$ cat config.mk
export PLATFORM = sky130hd
export DESIGN_NAME = itoc_fifo
export DESIGN_NICKNAME = d
export VERILOG_FILES = /design/src/hw/rtl/inverse_time_overcurrent_3ph_top_assert.svh /design/src/hw/rtl/itoc_pkg.sv /design/src/hw/rtl/itoc_fifo.sv
export SDC_FILE = /design/constraint.sdc
export NUM_CORES = 1
export LEC_CHECK = 0
export ABC_AREA = 1
export BUFFER_PORTS_ARGS = -buffer_cell sky130_fd_sc_hd__buf_2
export CAP_MARGIN = 20
export CORE_ASPECT_RATIO = 0.7
export CORE_MARGIN = 5
export CORE_UTILIZATION = 50
export CTS_BUF_LIST = sky130_fd_sc_hd__clkbuf_8
export DETAILED_ROUTE_END_ITERATION = 10
export PLACE_DENSITY = 0.79
export SLEW_MARGIN = 15
export SYNTH_ARGS = -nofsm -noshare
export SYNTH_HDL_FRONTEND = slang
export SYNTH_SLANG_ARGS = --single-unit
$ cat constraint.sdc
create_clock -name clk_i -period 4.8 [get_ports clk_i]
set_input_delay 0.48 -clock clk_i [delete_from_list [all_inputs] [get_ports clk_i]]
set_output_delay 0.48 -clock clk_i [all_outputs]
set_load 0.02 [all_outputs]
$ cat src/hw/rtl/inverse_time_overcurrent_3ph_top_assert.svh
// ----------------------------------------------------------------------------
// itoc assertion macros
// shared concurrent check forms, clocked on clk_i and held off during reset
// ----------------------------------------------------------------------------
`ifndef INVERSE_TIME_OVERCURRENT_3PH_TOP_ASSERT_SVH
`define INVERSE_TIME_OVERCURRENT_3PH_TOP_ASSERT_SVH

// same-cycle implication
`define ITOC_ASSERT_IMP(lbl, ante, cons, msg) \
  lbl: assert property (@(posedge clk_i) disable iff (!rst_ni) (ante) |-> (cons)) \
    else $error(msg);

// next-cycle implication
`define ITOC_ASSERT_NXT(lbl, ante, cons, msg) \
  lbl: assert property (@(posedge clk_i) disable iff (!rst_ni) (ante) |=> (cons)) \
    else $error(msg);

`endif

$ cat src/hw/rtl/itoc_pkg.sv
// ----------------------------------------------------------------------------
// itoc_pkg
// shared types, constants and the root table of the overcurrent relay
// ----------------------------------------------------------------------------
package itoc_pkg;

  // timer width and limits
  localparam int TimerBits = 32;
  localparam logic [TimerBits-1:0] TimerMax = '1;
  localparam logic [63:0] TimerMaxW = (64'd1 << TimerBits) - 64'd1;
  localparam logic signed [63:0] RemLimit = 64'sd4294967295;

  localparam int CurW = 16;
  localparam int NumPhases = 3;
  localparam logic [1:0] LastPhase = 2'd2;

  // configuration port
  localparam int CfgIdxW = 3;
  localparam int CfgDataW = 24;
  localparam logic [CfgIdxW-1:0] RegPickup = 3'd0;
  localparam logic [CfgIdxW-1:0] RegDial   = 3'd1;
  localparam logic [CfgIdxW-1:0] RegCoefA  = 3'd2;
  localparam logic [CfgIdxW-1:0] RegCoefB  = 3'd3;
  localparam logic [CfgIdxW-1:0] RegCoefC  = 3'd4;

  localparam int InDataW = 48;
  localparam int OutDataW = 48;
  localparam int MinW = 33;

  typedef struct packed {
    logic [15:0] pickup;
    logic [15:0] dial;
    logic [23:0] coef_a;
    logic [23:0] coef_b;
    logic [15:0] coef_c;
  } cfg_t;

  // one classified sample
  typedef struct packed {
    logic [NumPhases-1:0][CurW-1:0] cur;
    logic [NumPhases-1:0]           above;
    logic [CurW-1:0]                pk;
  } item_t;

  typedef struct packed {
    logic            start;
    logic [CurW-1:0] cur;
    logic [CurW-1:0] pk;
  } curve_req_t;

  typedef struct packed {
    logic                 done;
    logic [TimerBits-1:0] trip;
  } curve_rsp_t;

  typedef enum logic [3:0] {
    CsIdle, CsDiv, CsNorm, CsSqr, CsExp, CsPow, CsShift, CsSum, CsScale, CsDone
  } curve_state_e;

  typedef enum logic [1:0] {
    BsIdle, BsPhase, BsWait, BsEmit
  } back_state_e;

  // integer square root, evaluated at elaboration
  function automatic logic [63:0] isqrt64(logic [63:0] x);
    logic [63:0] r;
    logic [63:0] b;
    logic [63:0] v;
    r = '0;
    v = x;
    b = 64'd1 << 62;
    for (int i = 0; i < 32; i++) begin
      if (b > v) b = b >> 2;
    end
    for (int i = 0; i < 32; i++) begin
      if (b != 64'd0) begin
        if (v >= r + b) begin
          v = v - (r + b);
          r = (r >> 1) + b;
        end else begin
          r = r >> 1;
        end
        b = b >> 2;
      end
    end
    return r;
  endfunction

  // 2^(2^-k) in Q1.30 by repeated square roots
  function automatic logic [31:0] root_val(int k);
    logic [63:0] t;
    t = 64'd1 << 31;
    for (int j = 1; j <= 16; j++) begin
      if (j <= k) t = isqrt64(t << 30);
    end
    return t[31:0];
  endfunction

  // entry n holds the root for k = n + 1
  localparam logic [31:0] RootTab [16] = '{
    root_val(1),  root_val(2),  root_val(3),  root_val(4),
    root_val(5),  root_val(6),  root_val(7),  root_val(8),
    root_val(9),  root_val(10), root_val(11), root_val(12),
    root_val(13), root_val(14), root_val(15), root_val(16)
  };

endpackage

$ cat src/hw/rtl/itoc_fifo.sv
// ----------------------------------------------------------------------------
// itoc_fifo
// two-entry queue of classified samples between front and back
// ----------------------------------------------------------------------------
module itoc_fifo (
  input  logic            clk_i,
  input  logic            rst_ni,
  input  logic            push_i,
  input  itoc_pkg::item_t wdata_i,
  output logic            full_o,
  input  logic            pop_i,
  output logic            valid_o,
  output itoc_pkg::item_t rdata_o
);

  itoc_pkg::item_t mem_q [2];
  logic       wr_q, wr_d;
  logic       rd_q, rd_d;
  logic [1:0] cnt_q, cnt_d;

  // pointers and fill count
  always_comb begin
    wr_d  = push_i ? ~wr_q : wr_q;
    rd_d  = pop_i ? ~rd_q : rd_q;
    cnt_d = cnt_q;
    if (push_i && !pop_i) cnt_d = cnt_q + 2'd1;
    if (!push_i && pop_i) cnt_d = cnt_q - 2'd1;
  end

  always_ff @(posedge clk_i or negedge rst_ni) begin
    if (!rst_ni) begin
      wr_q  <= 1'b0;
      rd_q  <= 1'b0;
      cnt_q <= 2'd0;
    end else begin
      wr_q  <= wr_d;
      rd_q  <= rd_d;
      cnt_q <= cnt_d;
    end
  end

  // storage
  always_ff @(posedge clk_i) begin
    if (push_i) mem_q[wr_q] <= wdata_i;
  end

  assign full_o  = (cnt_q == 2'd2);
  assign valid_o = (cnt_q != 2'd0);
  assign rdata_o = mem_q[rd_q];

endmodule

Yosys cells after proc, flatten, opt, wreduce, memory -nomap -nowiden
Memory sizes are Yosys's and may differ from the RTL's.
Cells that the tools add are included.

operators by class
  equality and inequality tests = 1
  bitwise operators = 2
  muxes and demuxes = 4
  reductions and logical operators = 6
  add/subtract/negate cells = 2

operator list
  kind                   count
  $mux W2                2
  $reduce_bool A2 Y1     2
  $add A2 B1 Y2 const B  1
  $eq A2 B2 Y1 const B   1
  $logic_and A1 B1 Y1    2
  $logic_not A1 Y1       2
  $mux W1                2
  $not A1 Y1             2
  $sub A2 B1 Y2 const B  1

storage, ports and cells
  memories = 1
  bits in registers = 4
  logic and storage cells = 19
  memory bits (writable) = 134
  output and inout bits = 69

memories
  name   words  width  read ports  clocked after Yosys merged registers in  wr ports  line             text
  mem_q  2      67     1           0                                        1         itoc_fifo.sv:16  itoc_pkg::item_t mem_q [2];

Longest topological paths before layout
  depth after elaboration = 4
  gate-level depth with buffers = 7

Worst setup path after synthesis
Ideal clock, no wire load.

  path kind = in2reg
  start point = input port push_i
  end point = memory mem_q[0][0] (netlist bit), enable pin
  data required time = 4.306 ns
  buffers on the path = 0
  stages = 2
  setup time = 0.494 ns
  slack = 0.957 ns
  data arrival time = 3.349 ns
  path through = inv_1 -> nor2_1

between the ends
  longest elaborated chain between the ends = 2

RTL lines
  item                           line             text
  from (decl)                    itoc_fifo.sv:8   input logic push_i,
  $mux W1                        itoc_fifo.sv:44  if (push_i) mem_q[wr_q] <= wdata_i;
  $mux W1 (not written as such)  itoc_fifo.sv:44
  to (decl)                      itoc_fifo.sv:16

No other way between the ends.

==> metrics.cfg <==
[power_and_ir_drop]
p_leak_nw=2.75
p_seq_share_pct=45.8
power.share.switching_pct=37.2
power.internal_mw=2.37
combPwrFrac_pct=32.8
p_switching_mw=1.40
power_density_nw_per_um2=594
clkPwrFrac_pct=21.4
peakVddDrop_mv=0.408

[sta]
rsz0062_at_grt=no
setup_violations=0
slew_violations=0
slew_headroom_pct=55.1
final_hold_viol_count=0
fin_setup_tns_ps=0
finClkSkew_ps=11.2
fin_crit_sh_pct=51.3
max_clock_freq_ghz=0.406
tightestPinTransition_ps=673
fin_crit_ps=2460

[finish]
antenna_cells=0
multiInputGateArea_um2=682
design_area_um2=6360
area_growth_pct=22.5
drive_above_1_share_pct=33.1
fillCellCount=788
nets=594
seq_area_um2=4130
stdcell_count=667

[synth]
ys_warn_count=0
yosys.area.top_type_share_pct=77.5
ys_top_cells_by_area=edfxtp_1 (77%), o21ai_0 (5.4%), inv_1 (5.3%)
synth_nets=446
synth_top_area_cell=edfxtp_1
netlist_area_um2=5190
seq_area_frac_synth_pct=79.4
synth_cells=374
synth.distinct_cells=16
ys_ff_latch=138
avgSynthCellArea_um2=13.9

[placement]
dp_cells=632
io_buffers=139
dpl.hpwl_um=6240
gp_congestion=0.755
place_area_um2=5960

[clock_tree]
clk_pin_slew_ps=80
clockBufferDepth=2
cts_tree=built
clock_latency_ps=420
cts-resized-gates=0
ctsHtreeMaxLevel=4
cts.sinks=138
cts_made_buffers=17
cts-root-buf=clkbuf_8
cts_setup_buffers=0

[worst_setup_path]
end_kind=output pin
cp.arrival_ps=1980
cp_slowest_cell=dfrtp_4
crit_fanout=71
path_cells=buf_12 > nand2_1 > o21ai_0 > buf_2
slowest_delay_ps=800
worst-path-buf-inv=2
crit_required_ps=4320
crit_family=flip-flops
critPathKind=flip-flop to output pin
start_kind=flip-flop

[routing]
remaining_drc_errors=0
drtIter0Drc=155
first_pass_iters=4
wl_per_cell_um=13.9
routed_wl_um=9260
routed_via_density=4.66
vias=3106
drtAntennaViolNets=0

[floorplan]
die-area_um2=12600
dieWidth_um=132
io_pins=140
dieHeight_um=95.3
start_util_pct=50.7
core_um2=10200
placementRows=31

[grt]
grt_max_degree=136
grt.overflow.total=0
antenna_found_initial=0
grt_pass1_vias=3134
grt_pass1_wl_um=14800
grt_use_total_pct=15.2

[worst_hold_path]
hold_class=input port to flip-flop

[run_status]
status=finished, final reports clean

[flow_run]
maxCapViolCount=0

## flip-flops by register name, summed over array words and instances (netlist names)
signal / count
cnt_q: 2
mem_q: 134
rd_q: 1
wr_q: 1
## layout make-up
cell class / instances / share of cell area (%)
flip-flops and latches: 138 / 64.9
repair buffers: 144 / 12.1
multi-input cells: 148 / 10.7
inverters: 73 / 4.31
clock buffers: 17 / 3.68
well taps: 132 / 2.60
clock inverters: 15 / 1.75
## repair_timing
item / 4_1_cts / 5_1_grt
hold buffers: 1 / 0
endpoints found under the setup margin: 0 / 0
endpoints found under the hold margin: 4 / 0
## worst paths after layout
kind / endpoint / from / cells past startpoint / slack, ps
worst max-delay path: rdata_o[58] / rd_q$_DFFE_PN0P_ / 4 / 2340
worst min-delay path: rd_q$_DFFE_PN0P_ / pop_i / 2 / 240
worst max register to register: mem_q[1][12]$_DFFE_PP_ / wr_q$_DFFE_PN0P_ / 3 / 2850
worst min register to register: cnt_q[1]$_DFFE_PN0P_ / cnt_q[1]$_DFFE_PN0P_ / 2 / 470
max in group asynchronous: rd_q$_DFFE_PN0P_ / rst_ni / 2 / 4280
min in group asynchronous: cnt_q[1]$_DFFE_PN0P_ / rst_ni / 2 / 390
## cell families (layout without fill, tap and decap cells)
family                   Yosys count  in the layout  synth area share [%]
XOR/XNOR                           3              3                 0.506
flip-flops                       138            138                  79.4
AND/OR/NAND/NOR                   77             77                  5.64
adder cells (fa/ha/maj)            1              1                 0.241
AO/OA/AOI/OAI                     67             67                  6.60
buffers and inverters             88            249                  7.63
## cells in the mapped netlist, drive strengths merged
cell type,n
nand3,1
xnor2,1
inv,73
dfrtp,4
nor2,2
nand2,73
edfxtp,134
o21ai,67
ha,1
buf,15
nand4,1
xor2,2
## per-stage QoR
stage	total power [mW]	util [%]	hold slack, ps	worst slack (ps)
finish	3.78	62.1	240	2340
global route	4.01	62.1	210	2150
CTS	3.80	61.7	209	2050
detailed placement	2.99	58.2	293	2360
global placement	2.96	58.2	290	2400
floorplan	2.61	-	184	957
## layout by cell type, fill, tap and decap left out, drive strengths merged, types with 3 or more instances in the layout
master    count
buf         143
clkinvlp      3
dfrtp         4
o21ai        67
nand2        73
edfxtp      134
inv          74
clkinv       10
clkbuf       17
## routing by layer
metal  part of all wire [%]  global-route usage (%)  vias to the layer above
met5                      0                       0                        -
met4                   0.98                    5.74                        0
met3                    9.4                    7.01                       10
met2                     45                    22.9                      130
met1                     45                    19.5                     1414
li1                       -                       -                     1552
## power groups by stage
stage / Sequential (mW) / Clock, mW / Combinational [mW]
after global placement: 1.82 / 0 / 1.14
after floorplan: 1.69 / 0 / 0.919
after detailed placement: 1.83 / 0 / 1.15
after global routing: 1.76 / 0.887 / 1.36
after CTS: 1.80 / 0.833 / 1.16
final: 1.73 / 0.809 / 1.24
(Power assumes the default switching activity.)
