## src/hw/rtl/inverse_time_overcurrent_3ph_top_assert.svh

```systemverilog
// ----------------------------------------------------------------------------
// itoc assertion macros
// shared concurrent check forms, clocked on clk_i and held off during reset
// ----------------------------------------------------------------------------
`ifndef INVERSE_TIME_OVERCURRENT_3PH_TOP_ASSERT_SVH
`define INVERSE_TIME_OVERCURRENT_3PH_TOP_ASSERT_SVH

// same-cycle implication
`define ITOC_ASSERT_IMP(lbl, ante, cons, msg) \
  lbl: assert property (@(posedge clk_i) disable iff (!rst_ni) (ante) |-> (cons)) \
    else $error(msg);

// next-cycle implication
`define ITOC_ASSERT_NXT(lbl, ante, cons, msg) \
  lbl: assert property (@(posedge clk_i) disable iff (!rst_ni) (ante) |=> (cons)) \
    else $error(msg);

`endif

```

## src/hw/rtl/itoc_pkg.sv

```systemverilog
// ----------------------------------------------------------------------------
// itoc_pkg
// shared types, constants and the root table of the overcurrent relay
// ----------------------------------------------------------------------------
package itoc_pkg;

  // timer width and limits
  localparam int TimerBits = 32;
  localparam logic [TimerBits-1:0] TimerMax = '1;
  localparam logic [63:0] TimerMaxW = (64'd1 << TimerBits) - 64'd1;
  localparam logic signed [63:0] RemLimit = 64'sd4294967295;

  localparam int CurW = 16;
  localparam int NumPhases = 3;
  localparam logic [1:0] LastPhase = 2'd2;

  // configuration port
  localparam int CfgIdxW = 3;
  localparam int CfgDataW = 24;
  localparam logic [CfgIdxW-1:0] RegPickup = 3'd0;
  localparam logic [CfgIdxW-1:0] RegDial   = 3'd1;
  localparam logic [CfgIdxW-1:0] RegCoefA  = 3'd2;
  localparam logic [CfgIdxW-1:0] RegCoefB  = 3'd3;
  localparam logic [CfgIdxW-1:0] RegCoefC  = 3'd4;

  localparam int InDataW = 48;
  localparam int OutDataW = 48;
  localparam int MinW = 33;

  typedef struct packed {
    logic [15:0] pickup;
    logic [15:0] dial;
    logic [23:0] coef_a;
    logic [23:0] coef_b;
    logic [15:0] coef_c;
  } cfg_t;

  // one classified sample
  typedef struct packed {
    logic [NumPhases-1:0][CurW-1:0] cur;
    logic [NumPhases-1:0]           above;
    logic [CurW-1:0]                pk;
  } item_t;

  typedef struct packed {
    logic            start;
    logic [CurW-1:0] cur;
    logic [CurW-1:0] pk;
  } curve_req_t;

  typedef struct packed {
    logic                 done;
    logic [TimerBits-1:0] trip;
  } curve_rsp_t;

  typedef enum logic [3:0] {
    CsIdle, CsDiv, CsNorm, CsSqr, CsExp, CsPow, CsShift, CsSum, CsScale, CsDone
  } curve_state_e;

  typedef enum logic [1:0] {
    BsIdle, BsPhase, BsWait, BsEmit
  } back_state_e;

  // integer square root, evaluated at elaboration
  function automatic logic [63:0] isqrt64(logic [63:0] x);
    logic [63:0] r;
    logic [63:0] b;
    logic [63:0] v;
    r = '0;
    v = x;
    b = 64'd1 << 62;
    for (int i = 0; i < 32; i++) begin
      if (b > v) b = b >> 2;
    end
    for (int i = 0; i < 32; i++) begin
      if (b != 64'd0) begin
        if (v >= r + b) begin
          v = v - (r + b);
          r = (r >> 1) + b;
        end else begin
          r = r >> 1;
        end
        b = b >> 2;
      end
    end
    return r;
  endfunction

  // 2^(2^-k) in Q1.30 by repeated square roots
  function automatic logic [31:0] root_val(int k);
    logic [63:0] t;
    t = 64'd1 << 31;
    for (int j = 1; j <= 16; j++) begin
      if (j <= k) t = isqrt64(t << 30);
    end
    return t[31:0];
  endfunction

  // entry n holds the root for k = n + 1
  localparam logic [31:0] RootTab [16] = '{
    root_val(1),  root_val(2),  root_val(3),  root_val(4),
    root_val(5),  root_val(6),  root_val(7),  root_val(8),
    root_val(9),  root_val(10), root_val(11), root_val(12),
    root_val(13), root_val(14), root_val(15), root_val(16)
  };

endpackage

```

## src/hw/rtl/itoc_front.sv

```systemverilog
// ----------------------------------------------------------------------------
// itoc_front
// accepts samples and marks the phases above the pickup level
// ----------------------------------------------------------------------------
module itoc_front (
  input  logic                         s_axis_tvalid,
  output logic                         s_axis_tready,
  // current_a [15:0], current_b [31:16], current_c [47:32]
  input  logic [itoc_pkg::InDataW-1:0] s_axis_tdata,
  input  logic [15:0]                  pickup_i,
  input  logic                         full_i,
  output logic                         push_o,
  output itoc_pkg::item_t              item_o
);

  logic [itoc_pkg::CurW-1:0] pk;

  // a zero pickup acts as one
  assign pk = (pickup_i == 16'd0) ? 16'd1 : pickup_i;

  assign s_axis_tready = ~full_i;
  assign push_o        = s_axis_tvalid & ~full_i;

  // classify each phase
  always_comb begin
    item_o.pk = pk;
    for (int i = 0; i < itoc_pkg::NumPhases; i++) begin
      item_o.cur[i]   = s_axis_tdata[i*itoc_pkg::CurW +: itoc_pkg::CurW];
      item_o.above[i] = s_axis_tdata[i*itoc_pkg::CurW +: itoc_pkg::CurW] > pk;
    end
  end

endmodule

```

## config.mk

```make
export PLATFORM = sky130hd
export DESIGN_NAME = itoc_front
export DESIGN_NICKNAME = d
export VERILOG_FILES = /design/src/hw/rtl/inverse_time_overcurrent_3ph_top_assert.svh /design/src/hw/rtl/itoc_pkg.sv /design/src/hw/rtl/itoc_front.sv
export SDC_FILE = /design/constraint.sdc
export NUM_CORES = 1
export LEC_CHECK = 0
export BUFFER_PORTS_ARGS = -buffer_cell sky130_fd_sc_hd__buf_2
export CORE_ASPECT_RATIO = 1.5
export CORE_MARGIN = 2
export CORE_UTILIZATION = 41
export DETAILED_ROUTE_END_ITERATION = 12
export GPL_ROUTABILITY_DRIVEN = 0
export PLACE_DENSITY = 0.91
export SLEW_MARGIN = 20
export SYNTH_ARGS = -nofsm -noshare
export SYNTH_HDL_FRONTEND = slang
export SYNTH_SLANG_ARGS = --single-unit
```

## constraint.sdc

```tcl
create_clock -name vclk -period 1.5
set_clock_uncertainty 0.1 [all_clocks]
set_input_delay 0.075 -clock vclk [all_inputs]
set_output_delay 0.075 -clock vclk [all_outputs]
set_load 0.03 [all_outputs]
```

Yosys cells after proc, flatten, opt, wreduce, memory -nomap -nowiden
Index checks and enable logic that the tools add are counted.
- output and inout port bits: 69
- input bits: 66
- logic and storage cells: 7
- register bits: 0
- reductions and logical operators: 1
- magnitude comparators: 3
- bitwise logic cells: 2
- multiplexer cells: 1
- operators by type and width (operator ; count):
    greater-than comparator 16 bit ; 3
    logical NOT 16 bit ; 1
    2-to-1 mux 16 bit ; 1
    bitwise AND 1 bit ; 1
    NOT 1 bit ; 1

Logic depth before layout (Yosys ltp)
Gate-level depths: netlist (run 1).
- word-level depth: 3
- gate-level depth with buffers: 7
- gate-level depth less buffers: 7

Worst setup path after synthesis (run 1)
Ideal clock, no wire load.
- path type: input to output
- from: input pickup_i[10]
- to: output item_o[16] in the netlist's numbering
- slack: -0.293 ns
- data arrival time: 1.618 ns
- buffers on the path: 0
- cell stages on the path: 7
- cells stage by stage: nor4_1 -> a41o_1 -> ha_1 -> nor2b_1 -> o21ai_0 -> a21boi_2 -> o31a_1
- RTL lines (item ; line ; RTL):
    from (decl) ; itoc_front.sv:10 ; input logic [15:0] pickup_i,
    to (decl) ; itoc_front.sv:13 ; output itoc_pkg::item_t item_o

==> run summary, run 1 <==
The repair_antennas step left the layout with diodes totalling 0. Combinational logic burns 100.0% of the power. The logs give 0 for the number of design rule violations left after detail routing and -0.882 ns for the sum of negative setup slack. Measured on the finished design, the core utilization comes to 59.0%.

Summed over all layers, the routed wires come to 4770 um. The flow ran to the end, but the final reports show violations. The starting density of the core is 42.5%. For this run, the total global-route usage over all layers was measured as 20.9%. Number of clock buffers in the layout: 0. The worst setup path is captured at a primary output.

Number of antenna violations at the first check in global routing: 0. Setup repair after global routing could not meet its margin everywhere. The number of warnings printed during yosys synthesis was 0; the final period utilization was 121%. The synthesized netlist devotes 38.3% of its cell area to adder and majority cells.

Registers are responsible for 0% of the overall power. Leaving out fill and tap cells, the most frequent cell in the layout is sky130_fd_sc_hd__buf_2. The first global-routing pass estimated 6890 um of wire. The number of buffers inserted for hold repair after clock tree synthesis was 0; the die area was 4340 um^2. The combinational family with the most area after synthesis was adder cells.

Measured against its own limit, the worst slew margin works out to 78.4%. The floorplan row count came out at 27. The final design instance area without fill was 2170 um^2; the longest individual stage delay on the worst path was 0.33 ns.

For this design the total switching power over the nets is 0.500 mW. The detailed router finished its first iteration with 10 violations. The master of the slowest instance on the critical path is sky130_fd_sc_hd__ha_1. The slew at the pin closest to its max-slew limit was 0.321 ns. The portion of netlist area occupied by mux cells is 0%, and the maximum net fanout on the critical path is 3. Summing the areas of all compound-gate instances in the mapped netlist gives 16.3% of the synthesized area. The peak-usage layer in the global routing report is met2.

Worst-case setup margin in the final layout: -0.314 ns. The net count of the finished layout is 412. For met1 alone, demand over resource in global routing was 22.4%. IR analysis of the VDD net gives a maximum drop of 0.000214 V. Dividing total power by cell area gives a power density of 379 nW/um^2. The region available for standard cell placement spans 3680 um^2. The via count of the first global-routing pass was 1607. Of the total synthesized cell area, the portion taken by XOR and XNOR cells is 0%. The completed layout was analyzed and its total power is 0.823 mW. Net switching is 60.8% of the power.

The share of the Yosys chip area taken by registers is 0%. In the finished design the tool counted flip-flops and latches totalling 0. For the I/O pin count, the log shows 135. The area overhead of the layout relative to synthesis is 38.7%, and the cell internal power dissipation is 0.323 mW. The maximum operating frequency came out at 551 MHz.

The setup path with the least slack is of type in -> out. The number of endpoints failing setup at the final stage was 3. The run gives 23 as the unique cell type count in the Yosys netlist.

The post-route netlist has 57.8% of its cells at a drive strength greater than 1. The final critical-path required period is 1.81 ns, and the critical path arrival is 1.64 ns. The leftover overflow at the end of global routing came out at 0.

STA classifies the critical path startpoint as an input port. The max capacitance violation total is 0, and the clock network power share is 0%. Summing all placed instances gives a cell area of 2090 um^2. Average via count per standard cell: 5.06. In this run the remaining antenna-violating nets after routing total 0. A synthesized cell averages 7.57 um^2. The path class of the tightest hold or removal check is in -> out. The area of all sequential standard cells is 0 um^2, and the count of buffers from port buffering is 135. The number of max-slew violations in the final report came out at 0. The final hold violation count is 0, and the cell depth of the worst min-delay path is 2. Counting every instance in the synthesized netlist gives 207. The number of nets produced by synthesis came out at 321.

Traced cell by cell, the critical path runs through buf_2 > inv_1 > ha_1 > nand4_1 > nor2_1 > a221o_1 > o31a_1 > buf_6. STA puts the critical path data required time at 1.32 ns. After synthesis the cells add up to 1570 um^2. Summing the areas of all and, or, nand and nor instances in the mapped netlist gives 13.7% of the synthesized area. The met2 track demand over resource was 41.8%; the leakage power was 1.27 nW.

Entering global routing, the biggest net connects 5 pins. The die is 79.7 um tall. The routed layout has 1716 vias. Measured along the x axis, the die boundary spans 54.5 um.

In the layout the commonest cells are sky130_fd_sc_hd__buf_2 (129), sky130_fd_sc_hd__ha_1 (45), sky130_fd_sc_hd__inv_1 (20), sky130_fd_sc_hd__buf_4 (17), sky130_fd_sc_hd__a21oi_1 (12). Placed wire-length estimate after detailed placement: 4240 um. The final reports fail on negative setup slack. In the final routed layout, each cell accounts on average for 14.1 um.

The met3 usage was 1.31%. The number of detailed-route iterations in the first pass is 4.
==> cells by family after synthesis <==
family / Yosys count
AND/OR/NAND/NOR: 37
buffers and inverters: 84
adder cells (fa/ha/maj): 48
AO/OA/AOI/OAI: 38
==> worst paths after layout <==
path	slack [ns]	from	to
worst min-delay path	0.32	pickup_i[13]	item_o[13]
worst max-delay path	-0.31	pickup_i[14]	item_o[18]
==> power by group through the flow <==
stage / clock, mW / sequential (mW) / combinational (mW)
floorplan: 0 / 0 / 0.562
global placement: 0 / 0 / 0.761
detailed placement: 0 / 0 / 0.783
CTS: 0 / 0 / 0.808
global route: 0 / 0 / 0.899
finish: 0 / 0 / 0.823
==> cell type report <==
cell class         instances  area, um^2
repair buffers           152         845
inverters                 21        78.8
well taps                 43        53.8
multi-input cells        123        1200
fillers                  369        1510
==> critical path, delay by kind of cell <==
family                     cells  cell delay (ns)
buffers and inverters          3             0.34
AOI/OAI and AO/OA              2             0.64
adders and majority gates      1             0.33
and+or+nand+nor                2             0.25
==> per-stage QoR <==
| step | hold WS, ns | cells | setup slack, ns |
|---|---|---|---|
| after floorplan | 0.160 | 207 | -0.100 |
| final | 0.316 | 339 | -0.314 |
| after global routing | 0.320 | 339 | -0.380 |
| after CTS | 0.316 | 338 | -0.312 |
| after detailed placement | 0.321 | 338 | -0.377 |
| after global placement | 0.316 | 338 | -0.337 |
==> synthesized netlist by cell type, types with 2 or more instances <==
cell | count | share of area [%]
sky130_fd_sc_hd__a221o_1 | 2 | 1.3
sky130_fd_sc_hd__o31a_1 | 3 | 1.7
sky130_fd_sc_hd__ha_1 | 48 | 38
sky130_fd_sc_hd__nand4_1 | 10 | 4.0
sky130_fd_sc_hd__inv_1 | 21 | 5.0
sky130_fd_sc_hd__o21ai_0 | 5 | 1.6
sky130_fd_sc_hd__a41o_1 | 2 | 1.3
sky130_fd_sc_hd__nor2b_1 | 4 | 1.6
sky130_fd_sc_hd__nor4_2 | 2 | 1.6
sky130_fd_sc_hd__a21oi_1 | 16 | 5.1
sky130_fd_sc_hd__nor4_1 | 3 | 1.2
sky130_fd_sc_hd__clkbuf_1 | 15 | 3.6
sky130_fd_sc_hd__nand2_1 | 6 | 1.4
sky130_fd_sc_hd__nor3_1 | 2 | 0.64
sky130_fd_sc_hd__nand3_1 | 5 | 1.6
sky130_fd_sc_hd__a21boi_2 | 2 | 1.4
sky130_fd_sc_hd__buf_4 | 48 | 23
sky130_fd_sc_hd__and2_1 | 3 | 1.2
sky130_fd_sc_hd__a21o_1 | 5 | 2.4
sky130_fd_sc_hd__nor2_1 | 2 | 0.48
==> routing by layer <==
metal,vias up,wire length (um)
li1,860,-
met1,761,1700
met2,85,2640
met3,10,311
met4,0,120
met5,-,0
==> what timing repair did <==
action,in CTS,in global routing
setup endpoints to repair,3,3
pin swaps,6,4
buffers inserted,0,1
resized for setup,15,6
hold endpoints to repair,0,0
(Power assumes the default switching activity.)
==> inputs of run 2 (changes only) <==
--- a/config.mk
+++ b/config.mk
@@ -5,7 +5,7 @@
 export SDC_FILE = /design/constraint.sdc
 export NUM_CORES = 1
 export LEC_CHECK = 0
-export BUFFER_PORTS_ARGS = -buffer_cell sky130_fd_sc_hd__buf_2
+export BUFFER_PORTS_ARGS = -buffer_cell sky130_fd_sc_hd__buf_4
 export CORE_ASPECT_RATIO = 1.5
 export CORE_MARGIN = 2
 export CORE_UTILIZATION = 41
==> run 2 against run 1 <==
The flow still finishes with violations (negative setup slack). Non-clock buffer count up 7. Critical path depth up 1. Sequential cell count unchanged. Final cell count up 2.1%. Total power up 15%. Hold slack worse by 0.039 ns. Critical endpoint is now item_o[16]. Final area up 19%. Critical path type unchanged. Via count up 1.4%. Largest power group unchanged. Global-route usage up 1.1 points. First-iteration DRC count up 90%. Die area unchanged.
==> run summary, run 2 (synthesized netlist as in run 1, its figures left out) <==
The flow ran to the end, but the final reports show violations. Violations in the final reports: negative setup slack (unchanged). The nature of the critical path endpoint was a primary output (unchanged).

Number of max-slew violations in the final report: 0 (unchanged). For the routed wire length, the log shows 4790 um (was 4770 um). Class of the tightest hold or removal check: in -> out (unchanged). The combined buffer and inverter count along the critical path came out at 2 (was 3). The tools report the final hold slack as 0.277 ns (was 0.316 ns). The maximum operating frequency was 558 MHz (was 551 MHz). Most used cells in the layout excluding fill and tap cells: sky130_fd_sc_hd__buf_4 (151), sky130_fd_sc_hd__ha_1 (43), sky130_fd_sc_hd__inv_1 (17), sky130_fd_sc_hd__a21oi_1 (15), sky130_fd_sc_hd__nand4_1 (10) (was sky130_fd_sc_hd__buf_2 (129), sky130_fd_sc_hd__ha_1 (45), sky130_fd_sc_hd__inv_1 (20), sky130_fd_sc_hd__buf_4 (17), sky130_fd_sc_hd__a21oi_1 (12)).

The clock network power share was 0% (about the same); the average routed wire per standard cell was 13.8 um (was 14.1 um). The number of non-filler instances in the completed layout was 346 (was 339); the count of fill cells added during filler insertion was 311 (was 369). The final period utilization works out to 119% (was 121%). The number of endpoints failing setup at the final stage is 3 (unchanged). The number of antenna violations at the first check in global routing is 0 (unchanged). The number of vias in the routed layout is 1740 (was 1716), and the leftover overflow at the end of global routing is 0 (unchanged).

The logs give 4450 um (was 4240 um) for the placed wire-length estimate after detailed placement and 419 (was 412) for the number of nets in the layout. The kind of cell with the highest combined delay on the critical path was compound AO/OA/AOI/OAI gates (unchanged). The I/O pin count is 135 (unchanged), and the via count of the first global-routing pass is 1704 (was 1607). The longest individual stage delay on the worst path is 0.32 ns (was 0.33 ns), and the placeable core area is 3680 um^2 (unchanged). Ratio of total power to cell area: 366 nW/um^2 (was 379 nW/um^2). The slew at the pin closest to its max-slew limit is 0.261 ns (was 0.321 ns). Final critical-path required period: 1.79 ns (was 1.81 ns).

Setup repair after global routing could not meet its margin everywhere. The area of all sequential standard cells is 0 um^2 (unchanged), and the number of design rule violations left after detail routing is 0 (unchanged). The maximum net fanout on the critical path is 4 (was 3), and the area overhead of the layout relative to synthesis is 64.9% (was 38.7%). The combinational power share was 100.0% (about the same).

The average via count per standard cell was 5.03 (was 5.06). The logs give 0 (unchanged) for the final hold violation count and 22.1% (was 20.9%) for the total track usage. For the maximum ir drop on the vdd rail, the log shows 0.000245 V (was 0.000214 V). The remaining number of nets flagged by the antenna check after routing came out at 0 (unchanged).

The logs give 0 (unchanged) for the max capacitance violation total and -0.810 ns (was -0.882 ns) for the sum of negative setup slack. The ratio of cells with drive above 1 in the final layout works out to 59.4% (was 57.8%). Master of the slowest instance on the critical path: sky130_fd_sc_hd__a41o_4 (was sky130_fd_sc_hd__ha_1).

The tools report the die area as 4340 um^2 (unchanged). The tools report the number of detailed-route iterations in the first pass as 4 (unchanged). Worst slew slack as a fraction of its limit: 82.4% (was 78.4%). The global-route wire length before repair is 7320 um (was 6890 um). The width of the chip works out to 54.5 um (unchanged). The worst-case setup margin in the final layout was -0.292 ns (was -0.314 ns).

The logs give 0% (about the same) for the part of the power in registers and 42.5% (unchanged) for the starting density of the core. The height of the chip is 79.7 um (unchanged), and the number of clock buffers in the layout is 0 (unchanged). The run gives 344 (was 338) as the placed instance count.

The switching part of the total came out at 53.7% (was 60.8%). For the data required time of the critical path, the log shows 1.32 ns (about the same). The logs give 19 (was 10) for the DRC marker count from the first detailed-route iteration and 1.42 nW (was 1.27 nW) for the leakage power.

The run gives 0 (unchanged) as the number of inserted diodes. The critical path arrival is 1.62 ns (was 1.64 ns). The cell internal power dissipation was 0.438 mW (was 0.323 mW). For the placement-stage worst setup slack, the log shows -0.338 ns (was -0.377 ns).

The count of buffers from port buffering is 135 (unchanged). Cell-by-cell listing of the critical path: buf_8 > nor4_4 > a41o_4 > ha_4 > nor2b_1 > o21ai_1 > a21boi_2 > o31a_1 > buf_6 (was buf_2 > inv_1 > ha_1 > nand4_1 > nor2_1 > a221o_1 > o31a_1 > buf_6). The layout sequential cell count was 0 (unchanged). The type of the worst setup path was in -> out (unchanged). The kind of launch point of the worst setup path is an input port (unchanged). The leading cell type in the layout, fill and taps excluded is sky130_fd_sc_hd__buf_4 (was sky130_fd_sc_hd__buf_2). The net switching power of the design is 0.507 mW (was 0.500 mW). The logs give 5 (unchanged) for the largest net degree at the start of global routing and 27 (unchanged) for the floorplan row count.
[run 2: what timing repair did]
action,4_1_cts,5_1_grt
pin swaps,9,12
endpoints found under the hold margin,0,0
setup buffers,1,1
endpoints found under the setup margin,3,3
cloned,0,0
hold buffers,0,0
resized for setup,11,10
[run 2: area by class of cell]
type	count	area [um^2]	share of cell area, %
inverters	21	78.8	3.05
repair buffers	159	1230	47.7
well taps	43	53.8	2.08
multi-input cells	123	1220	47.2
[run 2: worst paths after layout]
path | to | cells past startpoint | slack (ns) | startpoint
worst min-delay path | item_o[51] | 2 | 0.28 | s_axis_tdata[32]
worst max-delay path | item_o[16] | 9 | -0.29 | pickup_i[10]
[run 2: per-layer routing]
layer | global-route usage (%) | wire length [um] | up-vias
li1 | - | - | 874
met1 | 22.5 | 1670 | 781
met2 | 45.3 | 2640 | 77
met3 | 2.25 | 341 | 8
met4 | 3.00 | 136 | 0
met5 | 0 | 0 | -
[run 2: through the flow]
stage / cell area [um^2] / utilization [%] / power [mW]
6_report: 2580 / 70.1 / 0.944
3_5_place_dp: 2480 / 67.2 / 0.911
4_1_cts: 2530 / 68.7 / 0.936
5_1_grt: 2580 / 70.1 / 1.03
2_1_floorplan: 1660 / - / 0.562
3_3_place_gp: 2480 / 67.2 / 0.888
[run 2: power by group through the flow]
stage / Clock (mW) / Combinational [mW] / Sequential (mW)
6_report: 0 / 0.944 / 0
5_1_grt: 0 / 1.03 / 0
4_1_cts: 0 / 0.936 / 0
3_5_place_dp: 0 / 0.911 / 0
3_3_place_gp: 0 / 0.888 / 0
2_1_floorplan: 0 / 0.562 / 0
