## config.mk

```make
export PLATFORM = sky130hd
export DESIGN_NAME = itoc_back
export DESIGN_NICKNAME = d
export VERILOG_FILES = /design/src/hw/rtl/itoc_pkg.sv /design/src/hw/rtl/itoc_back.sv
export VERILOG_INCLUDE_DIRS = /design/src /design/src/hw/rtl
export SDC_FILE = /design/constraint.sdc
export NUM_CORES = 1
export LEC_CHECK = 0
export BUFFER_PORTS_ARGS = -buffer_cell sky130_fd_sc_hd__buf_2
export CAP_MARGIN = 20
export CORE_ASPECT_RATIO = 1.4
export CORE_MARGIN = 2
export CORE_UTILIZATION = 55
export CTS_CLUSTER_SIZE = 16
export DETAILED_ROUTE_END_ITERATION = 6
export GPL_TIMING_DRIVEN = 1
export PLACE_DENSITY = 0.89
export SETUP_SLACK_MARGIN = 0.1
export SYNTH_ARGS = -nofsm -noshare
export SYNTH_HDL_FRONTEND = slang
export SYNTH_SLANG_ARGS = --single-unit
```

## constraint.sdc

```tcl
create_clock -name clk_i -period 7.9 [get_ports clk_i]
set_input_delay 0.395 -clock clk_i [delete_from_list [all_inputs] [get_ports clk_i]]
set_output_delay 0.395 -clock clk_i [all_outputs]
set_load 0.05 [all_outputs]
```

## src/hw/rtl/inverse_time_overcurrent_3ph_top_assert.svh

```systemverilog
// ----------------------------------------------------------------------------
// itoc assertion macros
// shared concurrent check forms, clocked on clk_i and held off during reset
// ----------------------------------------------------------------------------
`ifndef INVERSE_TIME_OVERCURRENT_3PH_TOP_ASSERT_SVH
`define INVERSE_TIME_OVERCURRENT_3PH_TOP_ASSERT_SVH

// same-cycle implication
`define ITOC_ASSERT_IMP(lbl, ante, cons, msg) \
  lbl: assert property (@(posedge clk_i) disable iff (!rst_ni) (ante) |-> (cons)) \
    else $error(msg);

// next-cycle implication
`define ITOC_ASSERT_NXT(lbl, ante, cons, msg) \
  lbl: assert property (@(posedge clk_i) disable iff (!rst_ni) (ante) |=> (cons)) \
    else $error(msg);

`endif

```

## src/hw/rtl/itoc_pkg.sv

```systemverilog
// ----------------------------------------------------------------------------
// itoc_pkg
// shared types, constants and the root table of the overcurrent relay
// ----------------------------------------------------------------------------
package itoc_pkg;

  // timer width and limits
  localparam int TimerBits = 32;
  localparam logic [TimerBits-1:0] TimerMax = '1;
  localparam logic [63:0] TimerMaxW = (64'd1 << TimerBits) - 64'd1;
  localparam logic signed [63:0] RemLimit = 64'sd4294967295;

  localparam int CurW = 16;
  localparam int NumPhases = 3;
  localparam logic [1:0] LastPhase = 2'd2;

  // configuration port
  localparam int CfgIdxW = 3;
  localparam int CfgDataW = 24;
  localparam logic [CfgIdxW-1:0] RegPickup = 3'd0;
  localparam logic [CfgIdxW-1:0] RegDial   = 3'd1;
  localparam logic [CfgIdxW-1:0] RegCoefA  = 3'd2;
  localparam logic [CfgIdxW-1:0] RegCoefB  = 3'd3;
  localparam logic [CfgIdxW-1:0] RegCoefC  = 3'd4;

  localparam int InDataW = 48;
  localparam int OutDataW = 48;
  localparam int MinW = 33;

  typedef struct packed {
    logic [15:0] pickup;
    logic [15:0] dial;
    logic [23:0] coef_a;
    logic [23:0] coef_b;
    logic [15:0] coef_c;
  } cfg_t;

  // one classified sample
  typedef struct packed {
    logic [NumPhases-1:0][CurW-1:0] cur;
    logic [NumPhases-1:0]           above;
    logic [CurW-1:0]                pk;
  } item_t;

  typedef struct packed {
    logic            start;
    logic [CurW-1:0] cur;
    logic [CurW-1:0] pk;
  } curve_req_t;

  typedef struct packed {
    logic                 done;
    logic [TimerBits-1:0] trip;
  } curve_rsp_t;

  typedef enum logic [3:0] {
    CsIdle, CsDiv, CsNorm, CsSqr, CsExp, CsPow, CsShift, CsSum, CsScale, CsDone
  } curve_state_e;

  typedef enum logic [1:0] {
    BsIdle, BsPhase, BsWait, BsEmit
  } back_state_e;

  // integer square root, evaluated at elaboration
  function automatic logic [63:0] isqrt64(logic [63:0] x);
    logic [63:0] r;
    logic [63:0] b;
    logic [63:0] v;
    r = '0;
    v = x;
    b = 64'd1 << 62;
    for (int i = 0; i < 32; i++) begin
      if (b > v) b = b >> 2;
    end
    for (int i = 0; i < 32; i++) begin
      if (b != 64'd0) begin
        if (v >= r + b) begin
          v = v - (r + b);
          r = (r >> 1) + b;
        end else begin
          r = r >> 1;
        end
        b = b >> 2;
      end
    end
    return r;
  endfunction

  // 2^(2^-k) in Q1.30 by repeated square roots
  function automatic logic [31:0] root_val(int k);
    logic [63:0] t;
    t = 64'd1 << 31;
    for (int j = 1; j <= 16; j++) begin
      if (j <= k) t = isqrt64(t << 30);
    end
    return t[31:0];
  endfunction

  // entry n holds the root for k = n + 1
  localparam logic [31:0] RootTab [16] = '{
    root_val(1),  root_val(2),  root_val(3),  root_val(4),
    root_val(5),  root_val(6),  root_val(7),  root_val(8),
    root_val(9),  root_val(10), root_val(11), root_val(12),
    root_val(13), root_val(14), root_val(15), root_val(16)
  };

endpackage

```

## src/hw/rtl/itoc_back.sv

```systemverilog
// ----------------------------------------------------------------------------
// itoc_back
// per-phase timers and trip latches, result assembly and output register
// ----------------------------------------------------------------------------
`include "inverse_time_overcurrent_3ph_top_assert.svh"

module itoc_back (
  input  logic                          clk_i,
  input  logic                          rst_ni,
  input  logic                          q_valid_i,
  input  itoc_pkg::item_t               item_i,
  output logic                          pop_o,
  output itoc_pkg::curve_req_t          curve_req_o,
  input  itoc_pkg::curve_rsp_t          curve_rsp_i,
  output logic                          m_valid_o,
  input  logic                          m_ready_i,
  output logic [itoc_pkg::OutDataW-1:0] m_data_o
);

  localparam int RemW = itoc_pkg::TimerBits + 1;

  itoc_pkg::back_state_e state_q, state_d;

  logic [1:0]                     ph_q, ph_d;
  logic [itoc_pkg::TimerBits-1:0] elapsed_q [itoc_pkg::NumPhases];
  logic [itoc_pkg::TimerBits-1:0] el_wr;
  logic                           el_we;
  logic [2:0]                     pick_q, pick_d;
  logic [2:0]                     trip_q, trip_d;
  logic                           ev_q, ev_d;
  logic                           have_q, have_d;
  logic signed [RemW-1:0]         best_q, best_d;
  logic                           m_valid_q, m_valid_d;
  logic [itoc_pkg::OutDataW-1:0]  m_data_q;

  logic [itoc_pkg::TimerBits-1:0] el_cur, el_inc;
  logic signed [RemW-1:0]         rem;
  logic signed [63:0]             best_w, best_c;
  logic                           out_free, out_load;

  assign out_free = ~m_valid_q | m_ready_i;
  assign el_cur   = elapsed_q[ph_q];
  assign el_inc   = (el_cur != itoc_pkg::TimerMax) ? el_cur + 1'b1 : el_cur;
  assign rem      = $signed({1'b0, curve_rsp_i.trip}) - $signed({1'b0, el_inc});

  // next state
  always_comb begin
    state_d = state_q;
    case (state_q)
      itoc_pkg::BsIdle:  if (q_valid_i) state_d = itoc_pkg::BsPhase;
      itoc_pkg::BsPhase: begin
        if (item_i.above[ph_q]) state_d = itoc_pkg::BsWait;
        else if (ph_q == itoc_pkg::LastPhase) state_d = itoc_pkg::BsEmit;
      end
      itoc_pkg::BsWait: begin
        if (curve_rsp_i.done) begin
          state_d = (ph_q == itoc_pkg::LastPhase) ? itoc_pkg::BsEmit : itoc_pkg::BsPhase;
        end
      end
      itoc_pkg::BsEmit:  if (out_free) state_d = itoc_pkg::BsIdle;
      default:           state_d = itoc_pkg::BsIdle;
    endcase
  end

  // phase sequencing and state updates
  always_comb begin
    ph_d        = ph_q;
    pick_d      = pick_q;
    trip_d      = trip_q;
    ev_d        = ev_q;
    have_d      = have_q;
    best_d      = best_q;
    el_we       = 1'b0;
    el_wr       = '0;
    pop_o       = 1'b0;
    out_load    = 1'b0;
    curve_req_o = '{start: 1'b0, cur: item_i.cur[ph_q], pk: item_i.pk};
    case (state_q)
      itoc_pkg::BsIdle: begin
        ph_d   = 2'd0;
        ev_d   = 1'b0;
        have_d = 1'b0;
        best_d = '0;
      end
      itoc_pkg::BsPhase: begin
        if (item_i.above[ph_q]) begin
          curve_req_o.start = 1'b1;
        end else begin
          // drop out
          if (pick_q[ph_q] || trip_q[ph_q]) ev_d = 1'b1;
          pick_d[ph_q] = 1'b0;
          trip_d[ph_q] = 1'b0;
          el_we        = 1'b1;
          ph_d         = ph_q + 2'd1;
        end
      end
      itoc_pkg::BsWait: begin
        if (curve_rsp_i.done) begin
          if (!pick_q[ph_q]) ev_d = 1'b1;
          pick_d[ph_q] = 1'b1;
          el_we        = 1'b1;
          el_wr        = el_inc;
          if (el_inc > curve_rsp_i.trip) begin
            if (!trip_q[ph_q]) ev_d = 1'b1;
            trip_d[ph_q] = 1'b1;
          end
          if (!have_q || rem < best_q) begin
            best_d = rem;
            have_d = 1'b1;
          end
          ph_d = ph_q + 2'd1;
        end
      end
      itoc_pkg::BsEmit: begin
        if (out_free) begin
          pop_o    = 1'b1;
          out_load = 1'b1;
        end
      end
      default: begin
      end
    endcase
  end

  // clamp of the least remaining time
  always_comb begin
    best_w = 64'(best_q);
    best_c = best_w;
    if (best_w > itoc_pkg::RemLimit) best_c = itoc_pkg::RemLimit;
    if (best_w < -itoc_pkg::RemLimit) best_c = -itoc_pkg::RemLimit;
  end

  assign m_valid_d = out_load ? 1'b1 : (m_ready_i ? 1'b0 : m_valid_q);

  always_ff @(posedge clk_i or negedge rst_ni) begin
    if (!rst_ni) begin
      state_q   <= itoc_pkg::BsIdle;
      ph_q      <= 2'd0;
      pick_q    <= '0;
      trip_q    <= '0;
      ev_q      <= 1'b0;
      have_q    <= 1'b0;
      best_q    <= '0;
      m_valid_q <= 1'b0;
      for (int i = 0; i < itoc_pkg::NumPhases; i++) elapsed_q[i] <= '0;
    end else begin
      state_q   <= state_d;
      ph_q      <= ph_d;
      pick_q    <= pick_d;
      trip_q    <= trip_d;
      ev_q      <= ev_d;
      have_q    <= have_d;
      best_q    <= best_d;
      m_valid_q <= m_valid_d;
      if (el_we) elapsed_q[ph_q] <= el_wr;
    end
  end

  // result word
  always_ff @(posedge clk_i) begin
    if (out_load) begin
      m_data_q <= {6'd0, best_c[itoc_pkg::MinW-1:0], ev_q, |trip_q, |pick_q,
                   trip_q, pick_q};
    end
  end

  assign m_valid_o = m_valid_q;
  assign m_data_o  = m_data_q;

  `ITOC_ASSERT_IMP(a_trip_needs_pick, 1'b1, (trip_q & ~pick_q) == 3'b000,
                   "trip latched on a phase that is not picked up")
  `ITOC_ASSERT_IMP(a_idle_timer_clear, 1'b1, (pick_q[0] || elapsed_q[0] == '0) && (pick_q[1] || elapsed_q[1] == '0) && (pick_q[2] || elapsed_q[2] == '0),
                   "timer running on a dropped-out phase")
  `ITOC_ASSERT_IMP(a_done_in_wait, curve_rsp_i.done, state_q == itoc_pkg::BsWait,
                   "trip time delivered while no phase waits for it")
  `ITOC_ASSERT_NXT(a_load_shows, out_load, m_valid_q,
                   "result word loaded but not offered")

endmodule

```

# Yosys cells after proc, flatten, opt, wreduce, memory -nomap -nowiden
# Cells that the tools add are included.
[totals] regBits=184 input_bits=104 output_inout_bits=83 word_cells=124
[op_classes] addsub=3 magnitude_cmp=8 eq_ne=13 mux=59 n_bitwise=8 n_reduce_logical=19
[op_table] operator="$mux 32" count=6
[op_table] operator="$mux 33" count=3
[op_table] operator="$bwmux 96" count=1
[op_table] operator="$pmux 33 s2" count=1
[op_table] operator="$bmux 32 s2" count=1
[op_table] operator="$demux 32 s2" count=1
[op_table] operator="$gt 33x33->1 const B" count=1
[op_table] operator="$lt 33x33->1" count=1
[op_table] operator="$lt 33x33->1 const B" count=1
[op_table] operator="$sub 32x32->33" count=1
[op_table] operator="$add 32x1->32 const B" count=1
[op_table] operator="$bmux 16 s2" count=1
[op_table] operator="$gt 32x32->1" count=1
[op_table] operator="$ne 32x32->1 const B" count=1
[op_table] operator="$mux 1" count=20
[op_table] operator="$mux 16" count=1
[op_table] operator="$mux 2" count=8
[op_table] operator="$mux 3" count=5
[op_table] operator="$ne 2x2->1 const B" count=7
[op_table] operator="$pmux 3 s2" count=2
[op_table] operator="$reduce_and 4->1" count=3
[op_table] operator="$reduce_and 3->1" count=3
[op_table] operator="$pmux 2 s4" count=1
[op_table] operator="$and 3x3->3" count=2
[op_table] operator="other kinds (26)" count=37

# Logic depth before layout (Yosys ltp)
# Gate-level depths: netlist of the first run.
[logic_depth] ltp_word=12 ltp_mapped=33 ltp_nobuf=26

# Worst setup path after synthesis of the first run
# No wires, ideal clock.
[synth_path] path_kind="reg2reg" startpoint="reg ph_q[0]" endpoint="reg best_q[10]" setup_ps=81 t_arrival_ps=6960 t_required_ps=7819 slack_ps=859 path_stages_with_launch=33 n_path_buf=7 synth_period_minus_slack_ps=7041 path_cell_list="dfrtp_1 -> buf_6 -> nor2b_4 -> buf_6 -> buf_6 -> buf_6 -> buf_6 -> o2bb2ai_1 -> ha_1 -> nand2_1 -> nor3_2 -> nand4_1 -> buf_2 -> xor2_1 -> ha_1 -> inv_1 -> fa_1 -> a21o_1 -> a221o_1 -> a311o_1 -> a211oi_1 -> a211o_1 -> nor2_1 -> or3_1 -> ha_1 -> nand4_1 -> nor4_1 -> a221oi_1 -> o211ai_1 -> o211a_1 -> a21oi_1 -> buf_1 -> mux2i_1"
[synth_via] elab_chain_cells=11 word_cells_on_any_way=15 cone_classes="2 x add/sub; 1 x order compare; 2 x eq/ne; 7 x mux; 1 x bitwise; 2 x reduce/logical"
[synth_rtl] element="start: declaration" line_no="itoc_back.sv:24" source="logic [1:0] ph_q, ph_d;"
[synth_rtl] element="start signal: assignment" line_no="itoc_back.sv:148" source="ph_q <= ph_d;"
[synth_rtl] element="$not 2->3 (not written as such) (*)" line_no="itoc_back.sv:42" source="assign el_cur = elapsed_q[ph_q];"
[synth_rtl] element="$bmux 32 s2 (*)" line_no="itoc_back.sv:42"
[synth_rtl] element="$mux 32 (not written as such) (*) (2 in series)" line_no="itoc_back.sv:42"
[synth_rtl] element="$add 32x1->32 / $ne 32x32->1 (equally long branches)" line_no="itoc_back.sv:43" source="assign el_inc = (el_cur != itoc_pkg::TimerMax) ? el_cur + 1'b1 : el_cur;"
[synth_rtl] element="$mux 32 (*)" line_no="itoc_back.sv:43"
[synth_rtl] element="$sub 32x32->33 (*)" line_no="itoc_back.sv:44" source="assign rem = $signed({1'b0, curve_rsp_i.trip}) - $signed({1'b0, el_inc});"
[synth_rtl] element="$lt 33x33->1" line_no="itoc_back.sv:107" source="if (!have_q || rem < best_q) begin"
[synth_rtl] element="$logic_or 1x1->1" line_no="itoc_back.sv:107"
[synth_rtl] element="$ne 2x2->1 (no line)"
[synth_rtl] element="$reduce_and 3->1 (no line)"
[synth_rtl] element="end signal: assignment" line_no="itoc_back.sv:153" source="best_q <= best_d;"
[synth_rtl] element="end: declaration" line_no="itoc_back.sv:32" source="logic signed [RemW-1:0] best_q, best_d;"
# Every way passes the cells marked *; elsewhere a longest branch is shown, timed or not. The select of a mux whose other input is x is not followed.
# A chain may end at the register's enable or synchronous reset.

# Final worst setup path of the first run
[layout_path] startpoint="reg ph_q[0]" endpoint="reg best_q[5]"
# Same word-level chain as after synthesis.

==> results of run 1 <==
-- power groups by stage --
stage	registers, W	logic [W]	clock network (W)
floorplan	0.00152	0.00115	0
global placement	0.00134	0.00165	0
detailed placement	0.00135	0.00169	0
CTS	0.00133	0.00172	0.000907
global route	0.00135	0.00187	0.000946
finish	0.00133	0.00174	0.000900
-- final timing paths --
kind,startpoint,endpoint,slack [ns]
min in group asynchronous,rst_ni,elapsed_q[5],0.51
setup reg to reg,ph_q[0],best_q[5],0.50
setup / recovery,ph_q[0],best_q[5],0.50
hold / removal,m_ready_i,m_valid_o,0.26
hold reg to reg,elapsed_q[90],elapsed_q[90],0.48
max in group asynchronous,rst_ni,ph_q[0],5.93
-- routing by layer --
metal / wire length, um / part of all wire [%] / global-route usage [%]
met4: 1450 / 4.7 / 14.8
met3: 1640 / 5.3 / 4.52
met5: 0 / 0 / 0
met1: 12200 / 40 / 32.7
met2: 15500 / 50 / 45.4
-- placed cells by master (no fill, tap or decap), types with 4 or more instances in the layout --
master       n
and2_1       7
xor2_2       4
conb_1       6
o2bb2ai_2    4
or2_2        5
nand2b_1    15
nand4_1     29
xor2_1      22
inv_1       53
nand3_1     40
a22oi_1      7
and3_1       6
o31ai_1     40
o21a_1       5
mux2i_1     59
or3_1        6
o2bb2ai_1   16
nand2_1    188
edfxtp_1    42
dfrtp_1    141
ha_1        73
nand3b_1     5
a21o_1      14
mux2_2      10
a22o_1      15
a31o_2       7
nor4_1      12
buf_4       19
a21oi_1     57
o21ai_0    104
o211ai_1     5
nor2_1      44
clkbuf_16   18
inv_8        4
buf_2      147
o21ai_1      8
a211oi_1     6
xnor2_1     19
inv_6        5
nor3_1       9
-- per-stage QoR --
stage / total power, W / util (%) / worst slack (ns) / std cells
5_1_grt: 0.00417 / 62.6 / 0.0503 / 1621
4_1_cts: 0.00395 / 62.1 / 0.181 / 1618
3_5_place_dp: 0.00304 / 59.1 / 0.274 / 1585
3_3_place_gp: 0.00299 / 59.1 / 0.442 / 1585
6_report: 0.00398 / 62.6 / 0.498 / 1621
2_1_floorplan: 0.00267 / - / 0.859 / 1280
-- kinds of logic (layout without fill, tap and decap cells) --
group,count (synthesis),after routing,share of synthesized area [%]
flip-flops,184,184,40.7
other,1,6,0.0317
adder cells (fa/ha/maj),74,74,7.88
XOR/XNOR,47,47,3.54
AND/OR/NAND/NOR,391,391,15.9
AO/OA/AOI/OAI,333,333,18.9
multiplexers,70,70,6.02
buffers and inverters,175,256,7.03
-- flip-flops by register name (all words and copies together) (netlist names), named ones only --
| register | count |
|---|---|
| best_q | 33 |
| elapsed_q | 96 |
| ev_q | 1 |
| have_q | 1 |
| m_data_o | 42 |
| m_valid_o | 1 |
| ph_q | 2 |
| state_q | 2 |
-- final cells by class --
type | count | area share [%]
well taps | 260 | 2.46
inverters | 53 | 1.50
clock buffers | 18 | 3.41
multi-input cells | 921 | 47.7
repair buffers | 171 | 7.26
clock inverters | 14 | 1.30
flip-flops and latches | 184 | 36.4
-- Yosys cell counts (5+ instances only) --
master	count	share of area (%)
o2bb2ai_1	18	1.3
o21ai_0	104	4.4
xor2_1	26	1.9
buf_4	22	1.4
a211oi_1	7	0.44
nand3b_1	5	0.32
mux2i_1	60	5.1
and3_1	6	0.32
edfxtp_1	42	11
or2_2	5	0.26
nand2_1	188	6.0
nand2b_1	15	0.79
a22oi_1	7	0.44
nor2_1	44	1.4
nor3_1	9	0.38
o211ai_1	5	0.32
and2_1	8	0.42
a21oi_1	58	2.5
ha_1	73	7.7
mux2_2	10	0.95
o31ai_1	40	2.5
buf_6	5	0.48
or3_1	6	0.32
a22o_1	15	1.1
nand3_1	40	1.7
dfrtp_1	142	30
nand4_1	29	1.5
a31o_2	7	0.52
clkbuf_1	84	2.7
buf_2	5	0.21
nor4_1	13	0.69
a21o_1	14	0.89
o21a_1	5	0.32
inv_1	53	1.7
xnor2_1	20	1.5
o21ai_1	8	0.34
-- repair_timing --
action,4_1_cts,5_1_grt
gates resized for setup,0,15
hold endpoints to repair,45,0
hold buffers,1,0
setup endpoints to repair,0,33
buffers inserted,0,3
-- critical path: cells and delay by family (launching register included) --
| kind | cells | cell delay (ns) |
|---|---|---|
| mux | 1 | 0.27 |
| buf+inv | 2 | 0.44 |
| simple gates | 8 | 1.64 |
| flops | 1 | 0.60 |
| fa+ha+maj | 3 | 0.99 |
| compound gates | 10 | 2.86 |
| xor+xnor | 2 | 0.47 |
==> metrics.txt, run 1 <==
RSZ-0062 raised after global routing false; final worst path period need 7.40 ns; setup TNS 0 ns; DRT Wirelength 30.8 mm; clk_lat worst skew 0.45 ns; Yosys cell types 82; Avg Inst Size Synth 9.29 um2; area of the multi-input gates 0.00630 mm2; synth-to-layout area growth 11.7%; GRT Overall Usage 26.9%; Sw Ratio 44.0%; Starting DRT DRC Count 864; CORE AREA 0.0211 mm2; Starting Density 56.0%; Async SR Flop Fraction 77.2%; # setup viols final 0; number of max-cap violations 0; Detail Placement HPWL 22.0 mm; synthesis-stage register bit count 184; Clock Tree Root clkbuf_16; share of post-route cells with drive strength above 1 18.7%; ant diodes 0; clock skew 0.0112 ns; status completed; YS warnings 0; Crit path top cell by count ha_1; Leakage 5.62 nW; placed inst area 0.0125 mm2; sequential share of power 33.5%; Max Root-Sink Buffers 2; wire per inst 19.0 um; number of synthesized flops with an enable pin 42; gr ovfl total 0; Crit path largest cell delay 0.60 ns; sequential area share after synthesis 40.7%; clock slew at reported path FFs 0.07 ns; Die Height 178 um; worst hold slack 0.262 ns; router iterations before antenna repair 5; largest net degree at the start of global routing 73; Vias/cell 6.25; Critical Path End Type register; number of CTS-inserted buffers 17; first-pass GRT wire length 48.5 mm; ys flop type dfrtp_1; I/O Pins 187; initial antenna violation count 0; WS Path Type reg -> reg; DRT antenna net count 0; FP Rows 63; FF-to-FF path depth 26; P_sw 0.00175 W; number of global-route vias before repair 9698; Int Pwr 0.00223 W; Final Hold Fails 0; Pins Over Slew Limit 0; critical path's slowest cell dfrtp_4; port buffer count 148; maximum clock frequency 0.135 GHz; power per cell area 301 mW/mm2; Clock Power Share 22.6%; Final nets 1526; Via Count 10124; clock sink count 184; VDD IR max 0.160 mV; Reg area 0.00482 mm2; die width 128 um; Final period util 93.7%; drt drc 0; HP Class in -> reg; Mapped Cells 1275; routability cong. 0.974; worst endpoint required time 8.26 ns; worst-margin pin slew 1.02 ns; crit start category register; die area 0.0227 mm2; fill count 1708; Finished Cell Area 0.0132 mm2; CP max FO 25; H-tree depth 4; CP arrival 7.76 ns; cell area after synthesis 0.0118 mm2; hold path cells 3; CTS tree done; worst relative slew slack 31.7%; Comb power frac 43.8%
Power figures use the tool's default switching activity.
==> run 2, diff against run 1 <==
--- a/config.mk
+++ b/config.mk
@@ -6,6 +6,7 @@
 export SDC_FILE = /design/constraint.sdc
 export NUM_CORES = 1
 export LEC_CHECK = 0
+export ABC_AREA = 1
 export BUFFER_PORTS_ARGS = -buffer_cell sky130_fd_sc_hd__buf_2
 export CAP_MARGIN = 20
 export CORE_ASPECT_RATIO = 1.4
@@ -13,8 +14,8 @@
 export CORE_UTILIZATION = 55
 export CTS_CLUSTER_SIZE = 16
 export DETAILED_ROUTE_END_ITERATION = 6
-export GPL_TIMING_DRIVEN = 1
-export PLACE_DENSITY = 0.89
+export GPL_TIMING_DRIVEN = 0
+export PLACE_DENSITY = 0.88
 export SETUP_SLACK_MARGIN = 0.1
 export SYNTH_ARGS = -nofsm -noshare
 export SYNTH_HDL_FRONTEND = slang
==> run 2 against run 1 <==
The run now ends with design-rule violations left. First-iteration DRC count is 43% higher. Register-to-register slack hardly changed. Power is 73% higher. Die area is 12% higher. Count of clock-buffer cells in the layout is 8 higher. Combinational power grew to 2.6 times the previous value. Synthesized cell count is 47% higher. Cell count is 47% higher. Via count is 34% higher. Largest cell class unchanged. Highest routed layer unchanged. Clock power is 1% lower. Sequential cell count stayed put.
==> metrics.txt, run 2 <==
most frequent cells in the layout nand2_1 (529), inv_1 (241), buf_2 (171) (was nand2_1 (188), buf_2 (147), dfrtp_1 (141)); wire per inst 17.5 um (was 19.0 um); Synth top area share 26.7% (was 30.0%); Vias/cell 5.68 (was 6.25); worst relative slew slack 53.3% (was 31.7%); Yosys cell types 52 (was 82); # setup viols final 0 (unchanged); Crit path largest cell delay 0.45 ns (was 0.60 ns); sequential area share after synthesis 36.2% (was 40.7%); number of synthesized flops with an enable pin 42 (unchanged); largest net degree at the start of global routing 100 (was 73); number of global-route vias before repair 13541 (was 9698); top-count cell post-synth nand2_1 (unchanged); crit start category register (unchanged); clk_lat worst skew 0.45 ns (about the same); initial antenna violation count 0 (unchanged); maximum clock frequency 0.135 GHz (about the same); CP arrival 7.78 ns (was 7.76 ns); DRT antenna net count 0 (unchanged); Starting Density 55.7% (was 56.0%); share of post-route cells with drive strength above 1 17.1% (was 18.7%); DRT Wirelength 41.8 mm (was 30.8 mm); router iterations before antenna repair 7 (was 5); Starting DRT DRC Count 1232 (was 864); Mapped Cells 1874 (was 1275); final worst path period need 7.41 ns (was 7.40 ns); R2R Setup Slk 0.49 ns (was 0.50 ns); worst-margin pin slew 0.700 ns (was 1.02 ns); synth-to-layout area growth 14.3% (was 11.7%); Via Count 13552 (was 10124); Detail Placement HPWL 32.5 mm (was 22.0 mm); Die Height 188 um (was 178 um); worst hold slack 0.242 ns (was 0.262 ns); critical path's slowest cell fa_1 (was dfrtp_4); critical path's top delay family simple AND/OR/NAND/NOR gates (was compound AO/OA/AOI/OAI gates); Max Root-Sink Buffers 2 (unchanged); drt drc 5 (was 0); Clock Tree Root clkbuf_16 (unchanged); GRT Overall Usage 33.1% (was 26.9%); power per cell area 452 mW/mm2 (was 301 mW/mm2); post-synthesis cell type with the largest combined area dfrtp_1 (unchanged); worst endpoint required time 8.27 ns (was 8.26 ns); Pins Over Slew Limit 0 (unchanged); most common cell after layout, fill and taps aside nand2_1 (unchanged); status finished with violations (was completed); clock skew 0.0106 ns (was 0.0112 ns); gr ovfl total 0 (unchanged); first-pass GRT wire length 65.8 mm (was 48.5 mm); Commonest cells post-synth nand2_1 (529), inv_1 (241), nor2_1 (162) (was nand2_1 (188), dfrtp_1 (142), o21ai_0 (104)); Final period util 93.8% (was 93.7%); CTS tree done (unchanged); clock slew at reported path FFs 0.06 ns (was 0.07 ns); Largest register FFs 96 (unchanged); utilization of the core after routing 63.7% (was 62.6%); setup TNS 0 ns (unchanged); port buffer count 164 (was 148); number of max-cap violations 0 (unchanged); HP Class in -> reg (unchanged); die width 135 um (was 128 um); routability cong. 0.978 (was 0.974); H-tree depth 4 (unchanged); CORE AREA 0.0239 mm2 (was 0.0211 mm2); Buf/Inv on CP 8 (was 2); I/O Pins 187 (unchanged); Placed Cells incl. Taps 2355 (was 1585); Top reg by flops elapsed_q (unchanged); Async SR Flop Fraction 77.2% (unchanged); number of CTS-inserted buffers 17 (unchanged); Leakage 7.60 nW (was 5.62 nW); synthesis-stage register bit count 184 (unchanged); clock sink count 184 (unchanged); ys flop type dfrtp_1 (unchanged); violated checks design-rule violations; Final nets 2243 (was 1526); Synth area leaders dfrtp_1 (27%), nand2_1 (15%), edfxtp_1 (9.5%), ha_1 (6.9%), inv_1 (6.8%) (was dfrtp_1 (30%), edfxtp_1 (11%), ha_1 (7.7%), nand2_1 (6.0%), mux2i_1 (5.1%)); FP Rows 67 (was 63); Final Hold Fails 0 (unchanged); Avg Inst Size Synth 7.10 um2 (was 9.29 um2); RSZ-0062 raised after global routing false (unchanged); ant diodes 0 (unchanged); Finished Layout Cells 2387 (was 1621); VDD IR max 0.240 mV (was 0.160 mV); Critical Path End Type register (unchanged); die area 0.0255 mm2 (was 0.0227 mm2); CP max FO 10 (was 25); YS warnings 0 (unchanged); cell area after synthesis 0.0133 mm2 (was 0.0118 mm2); Crit path top cell by count nand2_1 (was ha_1); WS Path Type reg -> reg (unchanged)
==> run 2: cell types whose count changed after synthesis, sizes merged, moves of 15 or more <==
cell / delta
a22o: -15
buf: +16
clkbuf: -21
inv: +196
mux2i: -60
nand2: +389
nand2b: -15
nand3: +102
nor2: +128
o21ai: +67
o2bb2ai: -20
o31ai: -40
==> run 2: cells by family after synthesis <==
logic type / after synthesis / share of synthesized area [%]
buf+inv: 367 / 12.2
fa+ha+maj: 74 / 7.02
flops: 184 / 36.2
other cells: 1 / 0.0282
simple gates: 958 / 31.2
xor+xnor: 28 / 1.84
compound gates: 262 / 11.5
==> run 2: metal layers <==
metal  GRT usage (%)  up-vias  part of all wire, %
li1                -     6340                    -
met1            34.6     6268                   35
met2            59.1      710                   51
met3            5.03      234                  6.1
met4            24.2        0                  8.0
met5               0        -                    0
==> run 2: through the flow <==
step                power (W)  setup slack (ns)  area (um2)
finish                0.00687             0.486       15200
detailed placement    0.00584             0.937       14600
global placement      0.00570              1.16       14500
global route          0.00739             0.160       15200
floorplan             0.00468              2.66       13300
CTS                   0.00678             0.708       15200
==> run 2: repair_timing <==
action | 4_1_cts | 5_1_grt
setup endpoints to repair | 0 | 0
buffers inserted | 0 | 0
resized for setup | 0 | 0
endpoints found under the hold margin | 43 | 0
hold buffers | 1 | 0
==> run 2: area by class of cell <==
| type | count | area [um2] |
|---|---|---|
| inverter | 250 | 947 |
| clock inverter | 5 | 83.8 |
| buffer | 117 | 676 |
| tap | 310 | 388 |
| timing repair buffer | 167 | 885 |
| multi-input combinational | 1328 | 6890 |
| sequential | 184 | 4810 |
| clock buffer | 26 | 520 |
| fill | 2133 | 8680 |
==> run 2: power breakdown <==
part | total, W | switching (W) | internal [W]
logic | 0.00452 | 0.00316 | 0.00136
registers | 0.00146 | 0.000157 | 0.00131
clock network | 0.000891 | 0.000373 | 0.000518
total | 0.00687 | 0.00369 | 0.00318
==> run 2: worst min-delay path, stage by stage <==
cell     delay, ns
buf_2         0.08
inv_1         0.06
nand2_1       0.08
nand2_1       0.05
==> run 2: worst paths after layout <==
kind                       cells past startpoint            end       from
max                                           40     best_q[23]    ph_q[0]
min                                            4      m_valid_o  m_ready_i
max reg2reg                                   40     best_q[23]    ph_q[0]
min reg2reg                                    0    m_data_o[3]   register
max in group asynchronous                      3        ph_q[0]     rst_ni
min in group asynchronous                      2  elapsed_q[89]     rst_ni
